==> config.mk <==
export PLATFORM = sky130hd
export DESIGN_NAME = synth_channel_word_frames_unit
export DESIGN_NICKNAME = d
export VERILOG_FILES = /design/src/rtl/scwf_pkg.sv /design/src/rtl/synth_channel_word_frames_unit.sv /design/src/rtl/scwf_front.sv /design/src/rtl/scwf_div_stage.sv /design/src/rtl/scwf_serializer.sv
export SDC_FILE = /design/constraint.sdc
export NUM_CORES = 2
export LEC_CHECK = 0
export ABC_AREA = 1
export BUFFER_PORTS_ARGS = -buffer_cell sky130_fd_sc_hd__buf_4
export CAP_MARGIN = 5
export CORE_ASPECT_RATIO = 0.5
export CORE_MARGIN = 10
export CORE_UTILIZATION = 60
export DETAILED_ROUTE_END_ITERATION = 10
export PLACE_DENSITY = 0.77
export SLEW_MARGIN = 10
export SYNTH_ARGS = -nofsm -noshare
export SYNTH_HDL_FRONTEND = slang
export SYNTH_SLANG_ARGS = --single-unit
==> constraint.sdc <==
create_clock -name clk -period 30.5 [get_ports clk]
set_input_delay 1.525 -clock clk [delete_from_list [all_inputs] [get_ports clk]]
set_output_delay 1.525 -clock clk [all_outputs]
set_load 0.05 [all_outputs]
==> src/rtl/scwf_pkg.sv <==
// shared types, constants and the fixed channel frequency table
// for the channel word frame block; no dependencies
package scwf_pkg;

  // configuration register indexes
  localparam logic [1:0] CFG_REF_DIVIDER = 2'd0;
  localparam logic [1:0] CFG_REF_CLOCK   = 2'd1;
  localparam int CFG_IDX_W = 2;

  // field widths
  localparam int FREQ_W    = 13;
  localparam int REF_DIV_W = 20;
  localparam int REF_CLK_W = 8;
  localparam int PROD_W    = FREQ_W + REF_DIV_W;
  localparam int VALUE_W   = 20;
  localparam int ADDR_W    = 4;
  localparam int FRAME_BITS = 25;
  localparam int IDX_W     = 7;

  // reset values of the configuration registers
  localparam logic [REF_DIV_W-1:0] REF_DIVIDER_RST = 20'd400;
  localparam logic [REF_CLK_W-1:0] REF_CLOCK_RST   = 8'd8;

  // divider pipeline shape: quotient bits resolved per stage
  localparam int DIV_STEPS  = 3;
  localparam int DIV_STAGES = (PROD_W + DIV_STEPS - 1) / DIV_STEPS;

  // table size
  localparam int FIXED_ENTRIES = 72;
  localparam int TABLE_ENTRIES_DEF = 72;

  // synthesizer register addresses
  localparam logic [ADDR_W-1:0] ADDR_REF  = 4'h0;
  localparam logic [ADDR_W-1:0] ADDR_ZERO = 4'hF;
  localparam logic [ADDR_W-1:0] ADDR_WORD = 4'h1;

  // frame order within one request
  localparam logic [1:0] FRAME_REF  = 2'd0;
  localparam logic [1:0] FRAME_ZERO = 2'd1;
  localparam logic [1:0] FRAME_WORD = 2'd2;

  // word carried between divider stages
  typedef struct packed {
    logic                 valid;
    logic                 bad;
    logic [PROD_W-1:0]    num;  // dividend bits shift out on top, quotient in below
    logic [REF_CLK_W-1:0] rem;
    logic [REF_CLK_W-1:0] den;
  } div_word_t;

  localparam logic [FREQ_W-1:0] FREQ_TABLE [FIXED_ENTRIES] = '{
    13'd5865, 13'd5845, 13'd5825, 13'd5805, 13'd5785, 13'd5765, 13'd5745, 13'd5725,
    13'd5733, 13'd5752, 13'd5771, 13'd5790, 13'd5809, 13'd5828, 13'd5847, 13'd5866,
    13'd5705, 13'd5685, 13'd5665, 13'd5645, 13'd5885, 13'd5905, 13'd5925, 13'd5945,
    13'd5740, 13'd5760, 13'd5780, 13'd5800, 13'd5820, 13'd5840, 13'd5860, 13'd5880,
    13'd5658, 13'd5695, 13'd5732, 13'd5769, 13'd5806, 13'd5843, 13'd5880, 13'd5917,
    13'd5362, 13'd5399, 13'd5436, 13'd5473, 13'd5510, 13'd5547, 13'd5584, 13'd5621,
    13'd5325, 13'd5348, 13'd5366, 13'd5384, 13'd5402, 13'd5420, 13'd5438, 13'd5456,
    13'd5474, 13'd5492, 13'd5510, 13'd5528, 13'd5546, 13'd5564, 13'd5582, 13'd5600,
    13'd5653, 13'd5693, 13'd5733, 13'd5773, 13'd5813, 13'd5853, 13'd5893, 13'd5933
  };

  // frequency in MHz, zero past the fixed entries
  function automatic logic [FREQ_W-1:0] freq_lookup(input logic [IDX_W-1:0] idx);
    logic [FREQ_W-1:0] f;
    f = '0;
    if (idx < IDX_W'(FIXED_ENTRIES)) begin
      f = FREQ_TABLE[idx];
    end
    return f;
  endfunction

endpackage

==> src/rtl/synth_channel_word_frames_unit.sv <==
// top level: config registers, lookup and product front, divider pipeline, frame output
// depends on scwf_pkg, scwf_front, scwf_div_stage, scwf_serializer
//
// Takes a band group and channel word, looks up the channel frequency f, forms
// x = (f * ref_divider / ref_clock_mhz) / 2 and sends three write frames: register 0
// with the reference divider, register 15 with zero, register 1 with the synthesizer
// word. A group or channel out of range gives a single all-zero frame with tuser set.
// Input words pass the lookup register, the multiply register, 11 divider stages of 3
// quotient bits each and the output register. The output register emits one frame per
// cycle while m_tready is high; a request takes 3 frames of output (1 when rejected),
// and the pipeline accepts a new word each time the output register frees.
module synth_channel_word_frames_unit import scwf_pkg::*; #(
  parameter int TABLE_ENTRIES = TABLE_ENTRIES_DEF
) (
  input  logic                 clk,
  input  logic                 rst,
  // request stream
  input  logic                 s_tvalid,
  output logic                 s_tready,
  input  logic [7:0]           s_tdata,   // [3:0] band_group, [7:4] channel
  // frame stream
  output logic                 m_tvalid,
  input  logic                 m_tready,
  output logic [31:0]          m_tdata,   // [24:0] frame, [31:25] zero
  output logic                 m_tlast,   // last_frame
  output logic [0:0]           m_tuser,   // [0] bad_select
  // configuration writes
  input  logic                 cfg_valid,
  output logic                 cfg_ready,
  input  logic [CFG_IDX_W-1:0] cfg_index,
  input  logic [REF_DIV_W-1:0] cfg_data
);

  logic                 advance;
  logic [REF_DIV_W-1:0] ref_divider;
  logic [REF_CLK_W-1:0] ref_clock_mhz;
  div_word_t            pipe [DIV_STAGES+1];

  assign cfg_ready = 1'b1;
  assign s_tready  = advance;

  // configuration registers
  always_ff @(posedge clk) begin
    if (rst) begin
      ref_divider   <= REF_DIVIDER_RST;
      ref_clock_mhz <= REF_CLOCK_RST;
    end else if (cfg_valid && cfg_ready) begin
      if (cfg_index == CFG_REF_DIVIDER) begin
        ref_divider <= cfg_data;
      end else if (cfg_index == CFG_REF_CLOCK) begin
        ref_clock_mhz <= cfg_data[REF_CLK_W-1:0];
      end
    end
  end

  scwf_front #(
    .TABLE_ENTRIES (TABLE_ENTRIES)
  ) u_front (
    .clk           (clk),
    .rst           (rst),
    .advance       (advance),
    .in_valid      (s_tvalid),
    .band_group    (s_tdata[3:0]),
    .channel       (s_tdata[7:4]),
    .ref_divider   (ref_divider),
    .ref_clock_mhz (ref_clock_mhz),
    .out           (pipe[0])
  );

  // divider pipeline
  for (genvar g = 0; g < DIV_STAGES; g++) begin : g_div
    scwf_div_stage u_stage (
      .clk     (clk),
      .rst     (rst),
      .advance (advance),
      .in      (pipe[g]),
      .out     (pipe[g+1])
    );
  end

  scwf_serializer u_ser (
    .clk         (clk),
    .rst         (rst),
    .in          (pipe[DIV_STAGES]),
    .ref_divider (ref_divider),
    .advance     (advance),
    .m_tvalid    (m_tvalid),
    .m_tready    (m_tready),
    .m_tdata     (m_tdata),
    .m_tlast     (m_tlast),
    .m_tuser     (m_tuser[0])
  );

endmodule

==> src/rtl/scwf_front.sv <==
// request check, table lookup and frequency times divider product
// depends on scwf_pkg
module scwf_front import scwf_pkg::*; #(
  parameter int TABLE_ENTRIES = TABLE_ENTRIES_DEF
) (
  input  logic                 clk,
  input  logic                 rst,
  input  logic                 advance,
  input  logic                 in_valid,
  input  logic [3:0]           band_group,
  input  logic [3:0]           channel,
  input  logic [REF_DIV_W-1:0] ref_divider,
  input  logic [REF_CLK_W-1:0] ref_clock_mhz,
  output div_word_t            out
);

  localparam logic [IDX_W:0] ENTRY_LIMIT = (IDX_W+1)'(TABLE_ENTRIES);

  logic [3:0]        grp_m1;
  logic [3:0]        chn_m1;
  logic [IDX_W-1:0]  idx;
  logic              bad_sel;

  // lookup stage registers
  logic              look_valid;
  logic              look_bad;
  logic [FREQ_W-1:0] look_freq;

  // range check and table index
  always_comb begin
    grp_m1  = band_group - 4'd1;
    chn_m1  = channel - 4'd1;
    idx     = {grp_m1, chn_m1[2:0]};
    bad_sel = (band_group < 4'd1) || (band_group > 4'd9) ||
              (channel < 4'd1) || (channel > 4'd8) ||
              ({1'b0, idx} >= ENTRY_LIMIT);
  end

  always_ff @(posedge clk) begin
    if (rst) begin
      look_valid <= 1'b0;
    end else if (advance) begin
      look_valid <= in_valid;
    end
  end

  always_ff @(posedge clk) begin
    if (advance) begin
      look_bad  <= bad_sel;
      look_freq <= freq_lookup(idx);
    end
  end

  // product stage, zero divisor taken as one
  always_ff @(posedge clk) begin
    if (rst) begin
      out.valid <= 1'b0;
    end else if (advance) begin
      out.valid <= look_valid;
    end
  end

  always_ff @(posedge clk) begin
    if (advance) begin
      out.bad <= look_bad;
      out.num <= PROD_W'(look_freq) * PROD_W'(ref_divider);
      out.rem <= '0;
      out.den <= (ref_clock_mhz == '0) ? REF_CLK_W'(1) : ref_clock_mhz;
    end
  end

endmodule

==> src/rtl/scwf_div_stage.sv <==
// one stage of the restoring divider, DIV_STEPS quotient bits per stage
// depends on scwf_pkg
module scwf_div_stage import scwf_pkg::*; (
  input  logic      clk,
  input  logic      rst,
  input  logic      advance,
  input  div_word_t in,
  output div_word_t out
);

  logic [PROD_W-1:0]    num;
  logic [REF_CLK_W:0]   part;
  logic [REF_CLK_W-1:0] rem;

  // shift in one dividend bit, subtract when it fits
  always_comb begin
    num = in.num;
    rem = in.rem;
    part = '0;
    for (int s = 0; s < DIV_STEPS; s++) begin
      part = {rem, num[PROD_W-1]};
      num  = {num[PROD_W-2:0], 1'b0};
      if (part >= {1'b0, in.den}) begin
        part   = part - {1'b0, in.den};
        num[0] = 1'b1;
      end
      rem = part[REF_CLK_W-1:0];
    end
  end

  always_ff @(posedge clk) begin
    if (rst) begin
      out.valid <= 1'b0;
    end else if (advance) begin
      out.valid <= in.valid;
    end
  end

  always_ff @(posedge clk) begin
    if (advance) begin
      out.bad <= in.bad;
      out.num <= num;
      out.rem <= rem;
      out.den <= in.den;
    end
  end

endmodule

==> src/rtl/scwf_serializer.sv <==
// output register that sends the three write frames of one request, or one all-zero frame when rejected
// depends on scwf_pkg
module scwf_serializer import scwf_pkg::*; (
  input  logic                 clk,
  input  logic                 rst,
  input  div_word_t            in,
  input  logic [REF_DIV_W-1:0] ref_divider,
  output logic                 advance,
  output logic                 m_tvalid,
  input  logic                 m_tready,
  output logic [31:0]          m_tdata,
  output logic                 m_tlast,
  output logic                 m_tuser
);

  logic               hold_valid;
  logic               hold_bad;
  logic [VALUE_W-1:0] hold_word;
  logic [1:0]         cnt;

  logic               last;
  logic [ADDR_W-1:0]  addr;
  logic [VALUE_W-1:0] value;
  logic [FRAME_BITS-1:0] frame;

  assign last    = hold_bad || (cnt == FRAME_WORD);
  assign advance = !hold_valid || (m_tready && last);

  // count frames, free the slot after the final one
  always_ff @(posedge clk) begin
    if (rst) begin
      hold_valid <= 1'b0;
      cnt        <= FRAME_REF;
    end else if (advance) begin
      hold_valid <= in.valid;
      cnt        <= FRAME_REF;
    end else if (m_tready) begin
      cnt <= cnt + 2'd1;
    end
  end

  // x = quotient / 2, word = (x / 64) << 7 | x % 64
  always_ff @(posedge clk) begin
    if (advance) begin
      hold_bad  <= in.bad;
      hold_word <= {in.num[19:7], 1'b0, in.num[6:1]};
    end
  end

  // frame contents
  always_comb begin
    case (cnt)
      FRAME_REF: begin
        addr  = ADDR_REF;
        value = ref_divider;
      end
      FRAME_ZERO: begin
        addr  = ADDR_ZERO;
        value = '0;
      end
      default: begin
        addr  = ADDR_WORD;
        value = hold_word;
      end
    endcase
    frame = hold_bad ? '0 : {value, 1'b1, addr};
  end

  assign m_tvalid = hold_valid;
  assign m_tdata  = {7'd0, frame};
  assign m_tlast  = last;
  assign m_tuser  = hold_bad;

endmodule
# Word-level counts from Yosys, hierarchy flattened
# Memory sizes are Yosys's and may differ from the RTL's. A register that Yosys moved wholly into a read port is not among the register bits.
# Index checks and enable logic that the tools add are counted.
dict set report word_totals {
  regBits 628
  latch_bits 0
  ramBits 0
  rom_bits 1664
  inputBits 35
  output_inout_bits 37
  elab_cells 229
  memories 1
}
# name words width read_ports rd_clocked_by_memory_dff wr line
set mem_list {}
lappend mem_list {{(name not given)} 128 13 1 1 0 scwf_pkg.sv:68} ;# f = FREQ_TABLE[idx];
dict set report classes {
  n_addsub 35
  n_mul 1
  n_div 0
  order_cmp 39
  n_eq_ne 3
  n_shift 0
  n_mux 68
  bitwise 2
  n_reduce_logical 15
}
# cell count
set ops {}
lappend ops {{>= comparator 9 x 8 -> 1 bit} 32}
lappend ops {{two-way mux 8 bit} 32}
lappend ops {{subtractor 8 bit} 31}
lappend ops {{one-hot mux 20 bit (2 select lines)} 1}
lappend ops {{multiplier 13 x 20 -> 33 bit} 1}
lappend ops {{two-way mux 1 bit} 33}
lappend ops {{two-way mux 25 bit} 1}
lappend ops {{>= comparator 1 x 8 -> 1 bit} 1}
lappend ops {{> comparator 4 bit, second input constant} 2}
lappend ops {{zero test 8 bit} 1}
lappend ops {{less-than comparator 4 x 1 -> 1 bit, second input constant} 2}
lappend ops {{inverter 7 -> 8 bit} 1}
lappend ops {{one-hot mux 4 bit (2 select lines)} 1}
lappend ops {{subtractor 1 x 8 -> 8 bit} 1}
lappend ops {{>= comparator 7 bit, second input constant} 1}
lappend ops {{less-than comparator 7 bit, second input constant} 1}
lappend ops {{logical OR 1 bit} 6}
lappend ops {{== test 2 x 1 -> 1 bit, second input constant} 2}
lappend ops {{zero test 2 bit} 2}
lappend ops {{subtractor 4 x 1 -> 4 bit, second input constant} 1}
lappend ops {{AND reduction 3 bit} 1}
lappend ops {{subtractor 3 x 1 -> 3 bit, second input constant} 1}
lappend ops {{adder 2 x 1 -> 2 bit, second input constant} 1}
lappend ops {{== test 2 bit, second input constant} 1}
lappend ops {{5 further kinds} 6}

# Longest topological paths before layout
dict set report logic_depth {
  word_depth 6
  depth_mapped 33
  ltp_nobuf 32
}

# By module
# From an unflattened synthesis, not the netlist that was laid out.
dict set report hier_totals {
  cells_unflattened 5192
  hier_area_um2 47979.8
}
# mod instances cells_each area_per_inst_um2 seq_area_each_um2
set by_module_without_submodules {}
lappend by_module_without_submodules {{scwf_div_stage (g_div[0].u_stage ...)} 9 300 3104.2 1521.5}
lappend by_module_without_submodules {scwf_front 1 1578 11623.6 1651.6}
lappend by_module_without_submodules {{scwf_div_stage (g_div[8].u_stage ...)} 2 307 3016.6 1521.5}
lappend by_module_without_submodules {synth_channel_word_frames_unit 1 178 1218.7 560.5}
lappend by_module_without_submodules {scwf_serializer 1 122 1166.1 660.6}

# Worst setup path before layout
# Ideal clock, no wire load.
dict set report synth_timing {
  kind {input port to output port}
  startpoint {input port m_tready}
  endpoint {output port s_tready}
  t_arrival_ps 15017
  required_time_ps 28975
  setup_slack_ps 13958
  stages 3
  path_buffers 1
  path_cell_list {nand2_1 nand2_1 clkbuf_1}
}
dict set report synth_via {
  elab_chain_len 2
}
# element line
set synth_lines {}
lappend synth_lines {{from (decl)} synth_channel_word_frames_unit.sv:23} ;# input logic m_tready,
lappend synth_lines {{logical AND 1 bit} scwf_serializer.sv:27} ;# assign advance = !hold_valid || (m_tready && last);
lappend synth_lines {{logical OR 1 bit} scwf_serializer.sv:27}
lappend synth_lines {{to (decl)} synth_channel_word_frames_unit.sv:19} ;# output logic s_tready,
# No other way between the ends.

# Final worst setup path
dict set report layout_timing {
  startpoint {register u_front.look_freq[8]}
  endpoint {register u_front.out[44] (netlist name)}
}
dict set report layout_via {
  elab_chain_len 1
}
# element line
set layout_lines {}
lappend layout_lines {{from (decl)} scwf_front.sv:27} ;# logic [FREQ_W-1:0] look_freq;
lappend layout_lines {{multiplier 13 x 20 -> 33 bit} scwf_front.sv:66} ;# out.num <= PROD_W'(look_freq) * PROD_W'(ref_divider);
# No other way between the ends.
# A chain may end at the register's enable or synchronous reset.

==> results.md <==
* Status: finished, final reports clean
* Top post-synthesis cells by area: edfxtp_1 36%, ha_1 11%, nand2_1 11%
* Cell Rows at 66
* Setup Crit Path Kind: flop to flop
* Final Util at 65.1%
* Origin of the worst min-delay path: g_div[3].u_stage.out[45]$_DFFE_PP_
* Drt via density at roughly 5.5
* Worst-Margin Slew at ~1.1 ns
* Ant diodes at 0
* Total GRT Usage at 22.5%
* Crit Path Max Fanout at 20
* Layout net count at 5147
* Setup Skew at 0.0328 ns
* Final setup viols at 0
* Post-CTS Setup Inserts at 0
* GR Util met3 at 3.31%
* Finished Cell Area at 0.0426 mm²
* Worst reg2reg endpoint: u_front.out[44]$_DFFE_PP_
* Core area at 0.0654 mm²
* I/O Buffers at 63
* Die area at just under 0.08 mm²
* TNS Setup at 0 ns
* Post-CTS Resized at 0
* Register area at 0.0151 mm²
* Hpwl dp at 66500 µm
* First-pass GRT wire length at approximately 150000 µm
* Clk sinks at 519
* Share of cells above drive strength 1 at ~6.9%
* Yosys warnings at 0
* Fill cells at roughly 5200
* Via Count at 29900
* Seq cells post-synth at 519
* Routed wire length at 87500 µm
* DP Area at 0.0410 mm²
* Post-synthesis async set-or-reset flop share at 0%
* Cells after Synth at 4515
* Max-slew violations at 0
* Initial antenna violation count at 1
* Met1 Track Usage GR at 29.8%
* Synth top cells by count: 1183 x nand2_1, 749 x inv_1, 475 x edfxtp_1, 362 x ha_1, 250 x nor2_1
* Post-route clock period utilization at a little under a fifth
* Reg2Reg Depth at 18
* Largest net degree at the start of global routing at 201
* Clock root cell: clkbuf_16
* Clk_lat worst skew at 0.60 ns
* # DRC at 0
* Number of synthesized flops with an enable pin at 475
* Min-delay worst type: flop to flop
* GR Util met2 at 38.4%
* WHS Endpoint: g_div[4].u_stage.out[48]$_DFFE_PP_
* Top cell type's share of synthesized area at about 36%
* Clk buf depth at 3
* Hold Vio Cnt, Final at 0
* CTS tree: yes
* 1st-iter DRT viols at 2545
* Placer Congestion at 0.927
* Area leader, netlist: edfxtp_1
* Reg2reg start: u_front.look_freq[8]$_SDFFCE_PP0P_
* Multi-input logic area at 0.0213 mm²
* Htree depth at 2
* Crit path DAT at ~6 ns
* CTS Hold Bufs at 0
* FMAX at around 180 MHz
* P&R area growth vs syn at 6.76%
* RSZ-0062 raised after global routing: false
* Netlist Area Pre-Place at about 0.04 mm²
* CP Launch Type: flop
* I/O pin count at 72
* Die Span Y at around 200 µm
* Most frequent cell after synthesis: nand2_1
* Critical Path RT at 30.82 ns
* WHS Path Cells at 0
* Min Tclk post-route at 5.70 ns
* Synth unique cells at 70
* Worst rel slew slack at 27.3%
* Total CTS buffers at 47
* Number of iterations in the first detailed-routing pass at 5
* FF-to-FF setup slack at 24.80 ns
* Floorplan die width at 385 µm
* Post-synth top flop: edfxtp_1
* Initial core utilization at between 60 and 70%
* ANT nets after route at 0
* Vias in the first global route at 29700
* Gr ovfl total at 0
* Max Cap Viol at 0
* Per-cell routed wire length at 16.0 µm
* Crit end category: flop
* Register area share after synthesis at between 30% and 40%
* Most used routing layer: met2
* Clock Pin Slew Worst Setup and Hold Paths at around 0.06 ns
* Synthesized area per cell at 8.83 µm²
## layout make-up
type                       instances  area share, %
multi-input combinational       3126           50.1
sequential                       519           35.6
inverter                         778           6.87
clock buffer                      59           3.02
tap                              884           2.60
timing repair buffer              69           1.28
clock inverter                    24          0.567
## registers in the layout, indices dropped and copies added, names as in the netlist
name	flops
u_front.look_bad	1
u_front.out	42
u_ser.m_tvalid	1
u_front.look_freq	11
ref_divider	20
u_ser.hold_word	19
u_ser.cnt	2
g_div.u_stage.out	413
ref_clock_mhz	8
u_front.look_valid	1
u_ser.m_tuser	1
## worst max-delay path: stages, from the launching register on
cell and delay (ns):
edfxtp_1 0.91, nand2_1 0.12, inv_1 0.11, fa_1 0.44, fa_1 0.49, inv_1 0.06
fa_1 0.52, fa_1 0.57, inv_1 0.06, fa_1 0.48, ha_1 0.38, nand2_1 0.08
inv_1 0.08, nand2_1 0.07, nor3_1 0.36, nand4_1 0.22, nand3_1 0.22, a21oi_1 0.11
xnor2_1 0.14
## stage by stage
step	instances	hold slack (ns)	setup slack, ns
after floorplan	4521	0.400	13.96
after global placement	5376	0.400	25.03
after detailed placement	5376	0.405	24.93
after CTS	5459	0.406	24.91
after global routing	5459	0.417	24.38
final	5459	0.406	24.80
## how the worst max path moves through the flow
stage | from | to | slack, ns | cells past startpoint
floorplan | m_tready | s_tready | 13.96 | 3
global placement | u_front.look_freq[6]$_SDFFCE_PP0P_ | u_front.out[44]$_DFFE_PP_ | 25.03 | 18
detailed placement | u_front.look_freq[7]$_SDFFCE_PP0P_ | u_front.out[44]$_DFFE_PP_ | 24.93 | 18
CTS | u_front.look_freq[8]$_SDFFCE_PP0P_ | u_front.out[44]$_DFFE_PP_ | 24.91 | 18
global route | u_front.look_freq[6]$_SDFFCE_PP0P_ | u_front.out[44]$_DFFE_PP_ | 24.38 | 18
finish | u_front.look_freq[8]$_SDFFCE_PP0P_ | u_front.out[44]$_DFFE_PP_ | 24.80 | 18
## cell families after synthesis
kind of cell / Yosys count / share of synthesized area, %
AND/OR/NAND/NOR: 1845 / 20.0
buffers and inverters: 876 / 8.62
multiplexers: 1 / 0.0251
other: 2 / 0.0188
flip-flops: 519 / 38.0
XOR/XNOR: 179 / 3.93
adder cells (fa/ha/maj): 571 / 21.9
AO/OA/AOI/OAI: 522 / 7.58
## metal layers
layer  part of all wire (%)  vias to the layer above
li1                       -                    14600
met4                    2.4                        2
met2                     47                      872
met5                  0.016                        -
met3                    6.0                      171
met1                     44                    14200
## layout by cell type, fill, tap and decap left out, drive strengths merged, types with 16 or more instances in the layout
cell type / synthesis / layout
inv: 772 / 776
nand3: 210 / 210
nor2: 282 / 282
o21bai: 18 / 18
or2: 28 / 28
a21o: 16 / 16
nand3b: 17 / 17
clkbuf: 69 / 59
xnor2: 60 / 60
fa: 209 / 209
nand4: 55 / 55
nand2: 1221 / 1221
xor2: 119 / 119
edfxtp: 475 / 475
o21ai: 183 / 183
dfxtp: 44 / 44
clkinv: 6 / 20
ha: 362 / 362
nor3: 28 / 28
a21oi: 244 / 244
buf: 29 / 69
Power is left out: the tool's default activity adds up to more than one toggle a clock period on the data nets, which glitch-free logic cannot reach.
